===== src/rtl/core/chist_pkg.sv =====
// ----------------------------------------------------------------------------
// Channel histogram package
// Types, codes and constants shared by the histogram block.
// ----------------------------------------------------------------------------
package chist_pkg;

  localparam int NUM_BINS       = 256;
  localparam int BIN_BITS       = 8;
  localparam int LEVEL_BITS     = 8;
  localparam int COUNT_BITS_DEF = 20;
  localparam int TOTAL_BITS     = 20;
  localparam int BAR_BITS       = 10;
  localparam int OP_BITS        = 2;
  localparam int CHAN_BITS      = 2;
  localparam int CFG_IDX_BITS   = 2;
  localparam int CFG_DATA_BITS  = 10;

  localparam logic [BAR_BITS-1:0] DEFAULT_CANVAS = BAR_BITS'(125);

  localparam logic [OP_BITS-1:0] OP_COUNT = 2'd0;
  localparam logic [OP_BITS-1:0] OP_READ  = 2'd1;
  localparam logic [OP_BITS-1:0] OP_CLEAR = 2'd2;

  localparam logic [CHAN_BITS-1:0] CHAN_BLUE  = 2'd0;
  localparam logic [CHAN_BITS-1:0] CHAN_GREEN = 2'd1;
  localparam logic [CHAN_BITS-1:0] CHAN_RED   = 2'd2;

  localparam logic [CFG_IDX_BITS-1:0] REG_CHANNEL_SELECT = 2'd0;
  localparam logic [CFG_IDX_BITS-1:0] REG_CANVAS_HEIGHT  = 2'd1;

  typedef struct packed {
    logic [OP_BITS-1:0]    op;
    logic [LEVEL_BITS-1:0] blue_level;
    logic [LEVEL_BITS-1:0] green_level;
    logic [LEVEL_BITS-1:0] red_level;
    logic [BIN_BITS-1:0]   bin_index;
  } in_item_t;

  typedef struct packed {
    logic [TOTAL_BITS-1:0] bin_total;
    logic [TOTAL_BITS-1:0] peak_total;
    logic [BAR_BITS-1:0]   bar_height;
  } out_item_t;

  typedef struct packed {
    logic [CFG_IDX_BITS-1:0]  reg_index;
    logic [CFG_DATA_BITS-1:0] wr_data;
  } cfg_item_t;

  typedef enum logic [2:0] {
    ST_IDLE,
    ST_CNT,
    ST_MUL,
    ST_DIV,
    ST_OUT
  } state_t;

  typedef struct packed {
    logic accept;
    logic clear;
    logic cnt_upd;
    logic mul;
    logic div_step;
    logic load_out;
  } cmd_t;

  typedef struct packed {
    logic scale;
    logic div_last;
    logic out_free;
  } status_t;

endpackage


===== src/rtl/core/chist_ctrl.sv =====
// ----------------------------------------------------------------------------
// Histogram controller
// Sequences count, read and clear transactions over the datapath.
// ----------------------------------------------------------------------------
module chist_ctrl
  import chist_pkg::*;
(
  input  logic               clk,
  input  logic               rst_n,
  input  logic               in_valid,
  input  logic [OP_BITS-1:0] in_op,
  output logic               in_ready,
  input  status_t            status,
  output cmd_t               cmd
);

  state_t state_r, state_nxt;

  always_ff @(posedge clk) begin
    if (!rst_n) begin
      state_r <= ST_IDLE;
    end else begin
      state_r <= state_nxt;
    end
  end

  always_comb begin
    state_nxt = state_r;
    cmd       = '0;
    in_ready  = 1'b0;
    unique case (state_r)
      ST_IDLE: begin
        in_ready = 1'b1;
        if (in_valid) begin
          cmd.accept = 1'b1;
          priority if (in_op == OP_COUNT) begin
            state_nxt = ST_CNT;
          end else if (in_op == OP_READ) begin
            state_nxt = ST_MUL;
          end else if (in_op == OP_CLEAR) begin
            cmd.clear = 1'b1;
          end else begin
            state_nxt = ST_IDLE;
          end
        end
      end
      ST_CNT: begin
        cmd.cnt_upd = 1'b1;
        state_nxt   = ST_IDLE;
      end
      ST_MUL: begin
        cmd.mul   = 1'b1;
        state_nxt = ST_DIV;
      end
      ST_DIV: begin
        if (!status.scale) begin
          state_nxt = ST_OUT;
        end else begin
          cmd.div_step = 1'b1;
          if (status.div_last) begin
            state_nxt = ST_OUT;
          end
        end
      end
      ST_OUT: begin
        if (status.out_free) begin
          cmd.load_out = 1'b1;
          state_nxt    = ST_IDLE;
        end
      end
      default: begin
        state_nxt = ST_IDLE;
      end
    endcase
  end

endmodule


===== config.mk =====
export PLATFORM = sky130hd
export DESIGN_NAME = chist_ctrl
export DESIGN_NICKNAME = d
export VERILOG_FILES = /design/src/rtl/core/chist_pkg.sv /design/src/rtl/core/chist_ctrl.sv
export SDC_FILE = /design/constraint.sdc
export NUM_CORES = 1
export LEC_CHECK = 0
export BUFFER_PORTS_ARGS = -buffer_cell sky130_fd_sc_hd__buf_2
export CAP_MARGIN = 10
export CELL_PAD_IN_SITES_DETAIL_PLACEMENT = 2
export CELL_PAD_IN_SITES_GLOBAL_PLACEMENT = 2
export CORE_AREA = 2 2 39 41
export CTS_BUF_LIST = sky130_fd_sc_hd__clkbuf_4
export DETAILED_ROUTE_END_ITERATION = 16
export DIE_AREA = 0 0 41 43
export GPL_TIMING_DRIVEN = 0
export PLACE_DENSITY_LB_ADDON = 0.25
export SLEW_MARGIN = 20
export SYNTH_ARGS = -nofsm -noshare
export SYNTH_HDL_FRONTEND = slang
export SYNTH_SLANG_ARGS = --single-unit

===== constraint.sdc =====
create_clock -name clk -period 2.6 [get_ports clk]
set_input_delay 0.65 -clock clk [delete_from_list [all_inputs] [get_ports clk]]
set_output_delay 0.65 -clock clk [all_outputs]
set_load 0.01 [all_outputs]

==> out/results.ini, run 1 <==
[timing]
fin_ws_ps=654
rsz0062_at_grt=no
period_needed_ps=1950
worst_pin_slew_ps=293
skew_ps=0.439
finalHoldViolCount=0
min_period_over_period_pct=74.8
slew_violations=0
tns_ps=0
fmax_mhz=514
max_slew_margin_pct=80.2
final-setup-viol-count=0

[floorplan]
die_h_um=43
die_w_um=41
initial_utilization_pct=15.6
core_mm2=0.00138
rows=14
io_pins=15
fp.dieArea_mm2=0.00176

[clock_tree]
cts_buffers=3
cts.htree.levels=1
hold_buffers=0
cts_tree=done
clkTransAtPathRegs_ps=40
clk_latency_ps=230
cts-root-buf=clkbuf_4
cts_max_path_buffers=2
cts.repair.resized=0
post_cts_buffers=0
clock_sinks=3

[global_route]
grt_overflow=0
top_usage_layer=met2
grt_pass1_wl_um=1170
grt_pass1_vias=298
grt_util_met3_pct=3.14
grtUsageMet1_pct=8.68
grt.total_usage_pct=10.5
antenna_found_initial=0
grt_max_degree=6
globalRouteMet2Util_pct=18.1

[place]
hpwl_um=568
gp_congestion=0.685
port_buffers=14
dp_slack_ps=767

[synth]
yosys_warnings=0
synth_cells=23
avgSynthCellArea_um2=9.41
synth_cell_types=20
synth_seq_cells=3
synth_nets=31
netlist_area_um2=216
seq_area_frac_synth_pct=27.7

[setup_path]
reg2reg_from=state_r[0]
cp_slowest_cell=dfxtp_1
cp_max_fo=5
required_ps=1950
critPathCaptureType=output pin
cp-start-kind=flip-flop
rr_endpoint=state_r[1]
arrival_ps=1300
critPathKind=flip-flop to output pin
r2r_cells=3
path_cells=nor3_4 > and2_4 > and3b_1 > buf_2
max_stage_delay_ps=370
r2r_setup_slack_ps=1500

[power_and_ir_drop]
power_density_mw_per_mm2=513
intPower_uw=132
switchingPower_uw=40.9
ir_drop_uv=162
power_frac_comb_pct=18.1
netSwitchingFraction_pct=23.7
power_frac_clock_pct=52.0
p_total_uw=173
seqPwrFrac_pct=29.9
p_leak_uw=0.000161

[finish]
fin_util_pct=24.3
multiInputGateArea_um2=153
largest_reg_flops=3
nFillCells=174
reg.largest.list=state_r (3)
final_common_cell=buf_2
fin_nets=50
area_growth_pct=55.5
final_cell_mix=14 x buf_2, 4 x clkbuf_4, 3 x dfxtp_1
antenna_cells=0
regArea_um2=60.1
top_register=state_r
drive_above_1_share_pct=58.5

[route]
drt_first_pass_iters=4
wl_um=719
final_antenna_net_count=0
via_per_inst=4.37
wl_per_cell_um=12.6
via_count=249
drt_iter0_markers=3
drc=0

[min_path]
min_to=state_r[2]
hold_depth=2
hold_path_class=input pin to flip-flop
hold_start=rst_n

[job]
maxCapViolCount=0

[outcome]
outcome=finished clean

==> power by group through the flow <==
stage	Sequential [uW]	Clock, uW	Combinational (uW)
finish	51.6	89.7	31.2
global route	52.2	100	34.7
CTS	51.7	92.7	32.0
detailed placement	52.2	0	31.7
global placement	52.1	0	29.7
floorplan	51.5	0	16.9
==> through the flow <==
stage / cell area (um^2) / instances / hold slack [ps]
3_5_place_dp: 307 / 53 / 725
3_3_place_gp: 307 / 53 / 707
6_report: 337 / 57 / 640
5_1_grt: 337 / 57 / 631
4_1_cts: 337 / 57 / 635
2_1_floorplan: 216 / 23 / 651
==> Yosys cell counts (all sizes together) <==
master	count	area share, %
nand3	1	2.3
inv	1	1.7
and3b	1	4.0
nand2b	1	2.9
o21ai	1	2.3
and2	2	6.9
nor3	2	9.8
nor3b	1	5.8
nor2	1	1.7
and3	1	2.9
nand4b	1	4.0
nor4b	1	6.9
dfxtp	3	28
and4bb	1	5.8
o21a	1	3.5
a21oi	2	4.6
nor2b	2	6.9
==> layout make-up <==
cell class	count	share of cell area [%]
repair buffers	14	20.8
clock buffers	4	8.92
flip-flops and latches	3	17.8
well taps	16	5.95
multi-input cells	19	45.4
inverters	1	1.12
==> critical path: cells and delay by family (launching register included) <==
kind                   cells  cell delay, ps
buffers and inverters      1             120
DFF                        1             370
and+or+nand+nor            3             580
==> cell families (layout without fill, tap and decap cells) <==
logic type | count (synthesis) | after routing | synth area share [%]
flops | 3 | 3 | 27.7
buf+inv | 1 | 19 | 1.73
compound gates | 4 | 4 | 10.4
simple gates | 15 | 15 | 60.1
==> how the worst max path moves through the flow <==
| stage | slack, ps | cells past startpoint | end | startpoint |
|---|---|---|---|---|
| final | 650 | 4 | cmd[4] | state_r[1] |
| after global routing | 540 | 4 | cmd[4] | state_r[1] |
| after CTS | 640 | 4 | cmd[4] | state_r[1] |
| after detailed placement | 770 | 4 | cmd[4] | in_valid |
| after global placement | 790 | 4 | cmd[4] | in_valid |
| after floorplan | 940 | 3 | cmd[4] | state_r[1] |
==> layer usage <==
layer | vias to the layer above | share of wire, % | routed length [um]
met5 | - | 0 | 0
met3 | 0 | 4.9 | 35
met2 | 7 | 58 | 416
li1 | 120 | - | -
met1 | 122 | 37 | 267
met4 | 0 | 0 | 0
(Power assumes the default switching activity.)
==> inputs of run 2 (changes only) <==
--- a/config.mk
+++ b/config.mk
@@ -5,14 +5,14 @@
 export SDC_FILE = /design/constraint.sdc
 export NUM_CORES = 1
 export LEC_CHECK = 0
+export ABC_AREA = 1
 export BUFFER_PORTS_ARGS = -buffer_cell sky130_fd_sc_hd__buf_2
 export CAP_MARGIN = 10
 export CELL_PAD_IN_SITES_DETAIL_PLACEMENT = 2
 export CELL_PAD_IN_SITES_GLOBAL_PLACEMENT = 2
-export CORE_AREA = 2 2 39 41
+export CORE_UTILIZATION = 20
 export CTS_BUF_LIST = sky130_fd_sc_hd__clkbuf_4
 export DETAILED_ROUTE_END_ITERATION = 16
-export DIE_AREA = 0 0 41 43
 export GPL_TIMING_DRIVEN = 0
 export PLACE_DENSITY_LB_ADDON = 0.25
 export SLEW_MARGIN = 20
==> constraint.sdc (replaced) <==
create_clock -name clk -period 1.85 [get_ports clk]
set_input_delay 0.4625 -clock clk [delete_from_list [all_inputs] [get_ports clk]]
set_output_delay 0.4625 -clock clk [all_outputs]
set_load 0.01 [all_outputs]
==> run 2 against run 1 <==
Design area up 19%. Via count increased by 51%. Sequential share of layout area decreased by 2.9 points. Register-to-register slack got worse by 790 ps. Largest power group is now combinational logic. Largest cell class unchanged.
==> out/results.ini, run 2 <==
[clock_tree]
cts-root-buf=clkbuf_4
clock_sinks=3  ; unchanged
cts.repair.resized=0  ; unchanged
cts.htree.levels=1  ; unchanged
clkTransAtPathRegs_ps=40  ; about the same
cts_tree=done
post_cts_buffers=0  ; unchanged
hold_buffers=0  ; unchanged
cts_max_path_buffers=2  ; unchanged
cts_buffers=3  ; unchanged
clk_latency_ps=230  ; about the same

[timing]
tns_ps=0  ; unchanged
fin_ws_ps=188  ; -466 ps
finalHoldViolCount=0  ; unchanged
min_period_over_period_pct=89.9
skew_ps=2.08  ; +1.65 ps
fmax_mhz=602
rsz0062_at_grt=no
worst_pin_slew_ps=232  ; -61.4 ps
final-setup-viol-count=0  ; unchanged
slew_violations=0  ; unchanged
max_slew_margin_pct=84.5  ; +4.3 points
period_needed_ps=1660

[global_route]
grt_pass1_vias=357  ; +20%
grt_overflow=0  ; unchanged
grt_max_degree=7  ; +1
antenna_found_initial=0  ; unchanged
grt.total_usage_pct=14.2  ; +3.7 points
grt_pass1_wl_um=1430  ; +22%

[setup_path]
critPathCaptureType=output pin
path_buf_inv=2  ; +1
arrival_ps=1200  ; -100 ps
required_ps=1390  ; -560 ps
cp_slowest_cell=dfxtp_1
cp-start-kind=flip-flop
cp_max_fo=6  ; +1
r2r_setup_slack_ps=710  ; -790 ps
crit_path_frequent_cell=nor2_1
crit_family=flip-flops
max_stage_delay_ps=420  ; +50 ps
path_cells=nand2_1 > nor2_1 > inv_1 > nor2_1 > buf_2
critPathKind=flip-flop to output pin

[job]
maxCapViolCount=0  ; unchanged

[route]
drt_iter0_markers=0  ; -3
drc=0  ; unchanged
wl_um=825  ; +15%
drt_first_pass_iters=1  ; -3
via_per_inst=4.52  ; +3.4%
via_count=375  ; +51%
final_antenna_net_count=0  ; unchanged
wl_per_cell_um=9.94  ; -21%

[finish]
fin_util_pct=30.9  ; +6.5 points
reg.largest.list=state_r (3)
drive_above_1_share_pct=38.2  ; -20 points
multiInputGateArea_um2=183  ; +20%
regArea_um2=60.1  ; unchanged
fin_area_um2=402  ; +19%
largest_reg_flops=3  ; unchanged
top_register=state_r
antenna_cells=0  ; unchanged
final_cell_mix=14 x buf_2, 13 x nor2_1, 9 x nand2_1
nFillCells=174  ; unchanged
area_growth_pct=42.0
fin_nets=77  ; +54%
final_common_cell=buf_2

[power_and_ir_drop]
power_density_mw_per_mm2=1460  ; +180%
p_total_uw=586  ; +240%
ir_drop_uv=373  ; +130%
p_leak_uw=0.000245  ; +52%

[floorplan]
rows=13  ; -1
die_h_um=39.6  ; -7.9%
initial_utilization_pct=21.7  ; +6.1 points
fp.dieArea_mm2=0.00157  ; -11%
core_mm2=0.00130  ; -6.0%
die_w_um=39.6  ; -3.4%
io_pins=15  ; unchanged

[synth]
synth_cells=50  ; +120%
yosys_warnings=0  ; unchanged
synth-async-reset-ratio_pct=0  ; unchanged
synth_cell_types=14  ; -30%
synth_edf_count=0  ; unchanged
synth_top_area_cell=dfxtp_1
synth_ff_type=dfxtp_1
synth_nets=58  ; +87%
yosys-top-cells-count=13 x nor2_1, 9 x nand2_1, 8 x inv_1, 4 x nand3_1
synth_most_common_cell=nor2_1
netlist_area_um2=283  ; +31%
synth_seq_cells=3  ; unchanged
seq_area_frac_synth_pct=21.2  ; -6.5 points
netlist_top_cells_area=dfxtp_1 21%, nor2_1 17%, nand2_1 12%
synth_top_area_share_pct=21.2  ; -6.5 points
avgSynthCellArea_um2=5.66  ; -40%

[place]
post_dp_cell_area_um2=372  ; +21%
port_buffers=14  ; unchanged
gp_congestion=0.635  ; -7.3%
hpwl_um=700  ; +23%
dp_slack_ps=374  ; -393 ps

[outcome]
outcome=finished clean

[min_path]
hold_path_class=input pin to flip-flop

[run 2: final timing paths]
check / start / end / cells after the start
setup / recovery: state_r[1] / cmd[1] / 5
hold / removal: rst_n / state_r[2] / 3
setup reg to reg: state_r[1] / state_r[2] / 7
hold reg to reg: state_r[2] / state_r[2] / 2
[run 2: worst min-delay path, cell delays in order]
cell and delay, ps:
buf_2 110, nand2_1 70, nor2_1 40
[run 2: kinds of logic after synthesis]
logic type | synth area share [%]
AND/OR/NAND/NOR | 61.1
flip-flops | 21.2
buffers and inverters | 14.2
AO/OA/AOI/OAI | 3.54
[run 2: area by class of cell]
type,count,area share (%)
multi-input cells,37,45.5
repair buffers,14,17.4
flip-flops and latches,3,15.0
inverters,10,9.97
clock buffers,4,7.48
well taps,15,4.67
[run 2: through the flow]
| stage | hold slack (ps) | instances |
|---|---|---|
| floorplan | 530 | 50 |
| global placement | 569 | 79 |
| detailed placement | 581 | 79 |
| CTS | 504 | 83 |
| global route | 512 | 83 |
| finish | 500 | 83 |
[run 2: metal layers]
layer | up-vias | share of wire [%] | GRT usage, %
met1 | 174 | 42 | 14.5
li1 | 189 | - | -
met5 | - | 0 | 0
met2 | 10 | 52 | 25.4
met3 | 2 | 3.8 | 3.98
met4 | 0 | 1.8 | 7.76
[run 2: where the power goes]
group / total [uW] / switching, uW / internal (uW)
logic: 332 / 209 / 123
registers: 126 / 37.0 / 89.3
clock network: 128 / 32.6 / 95.3
total: 586 / 278 / 308
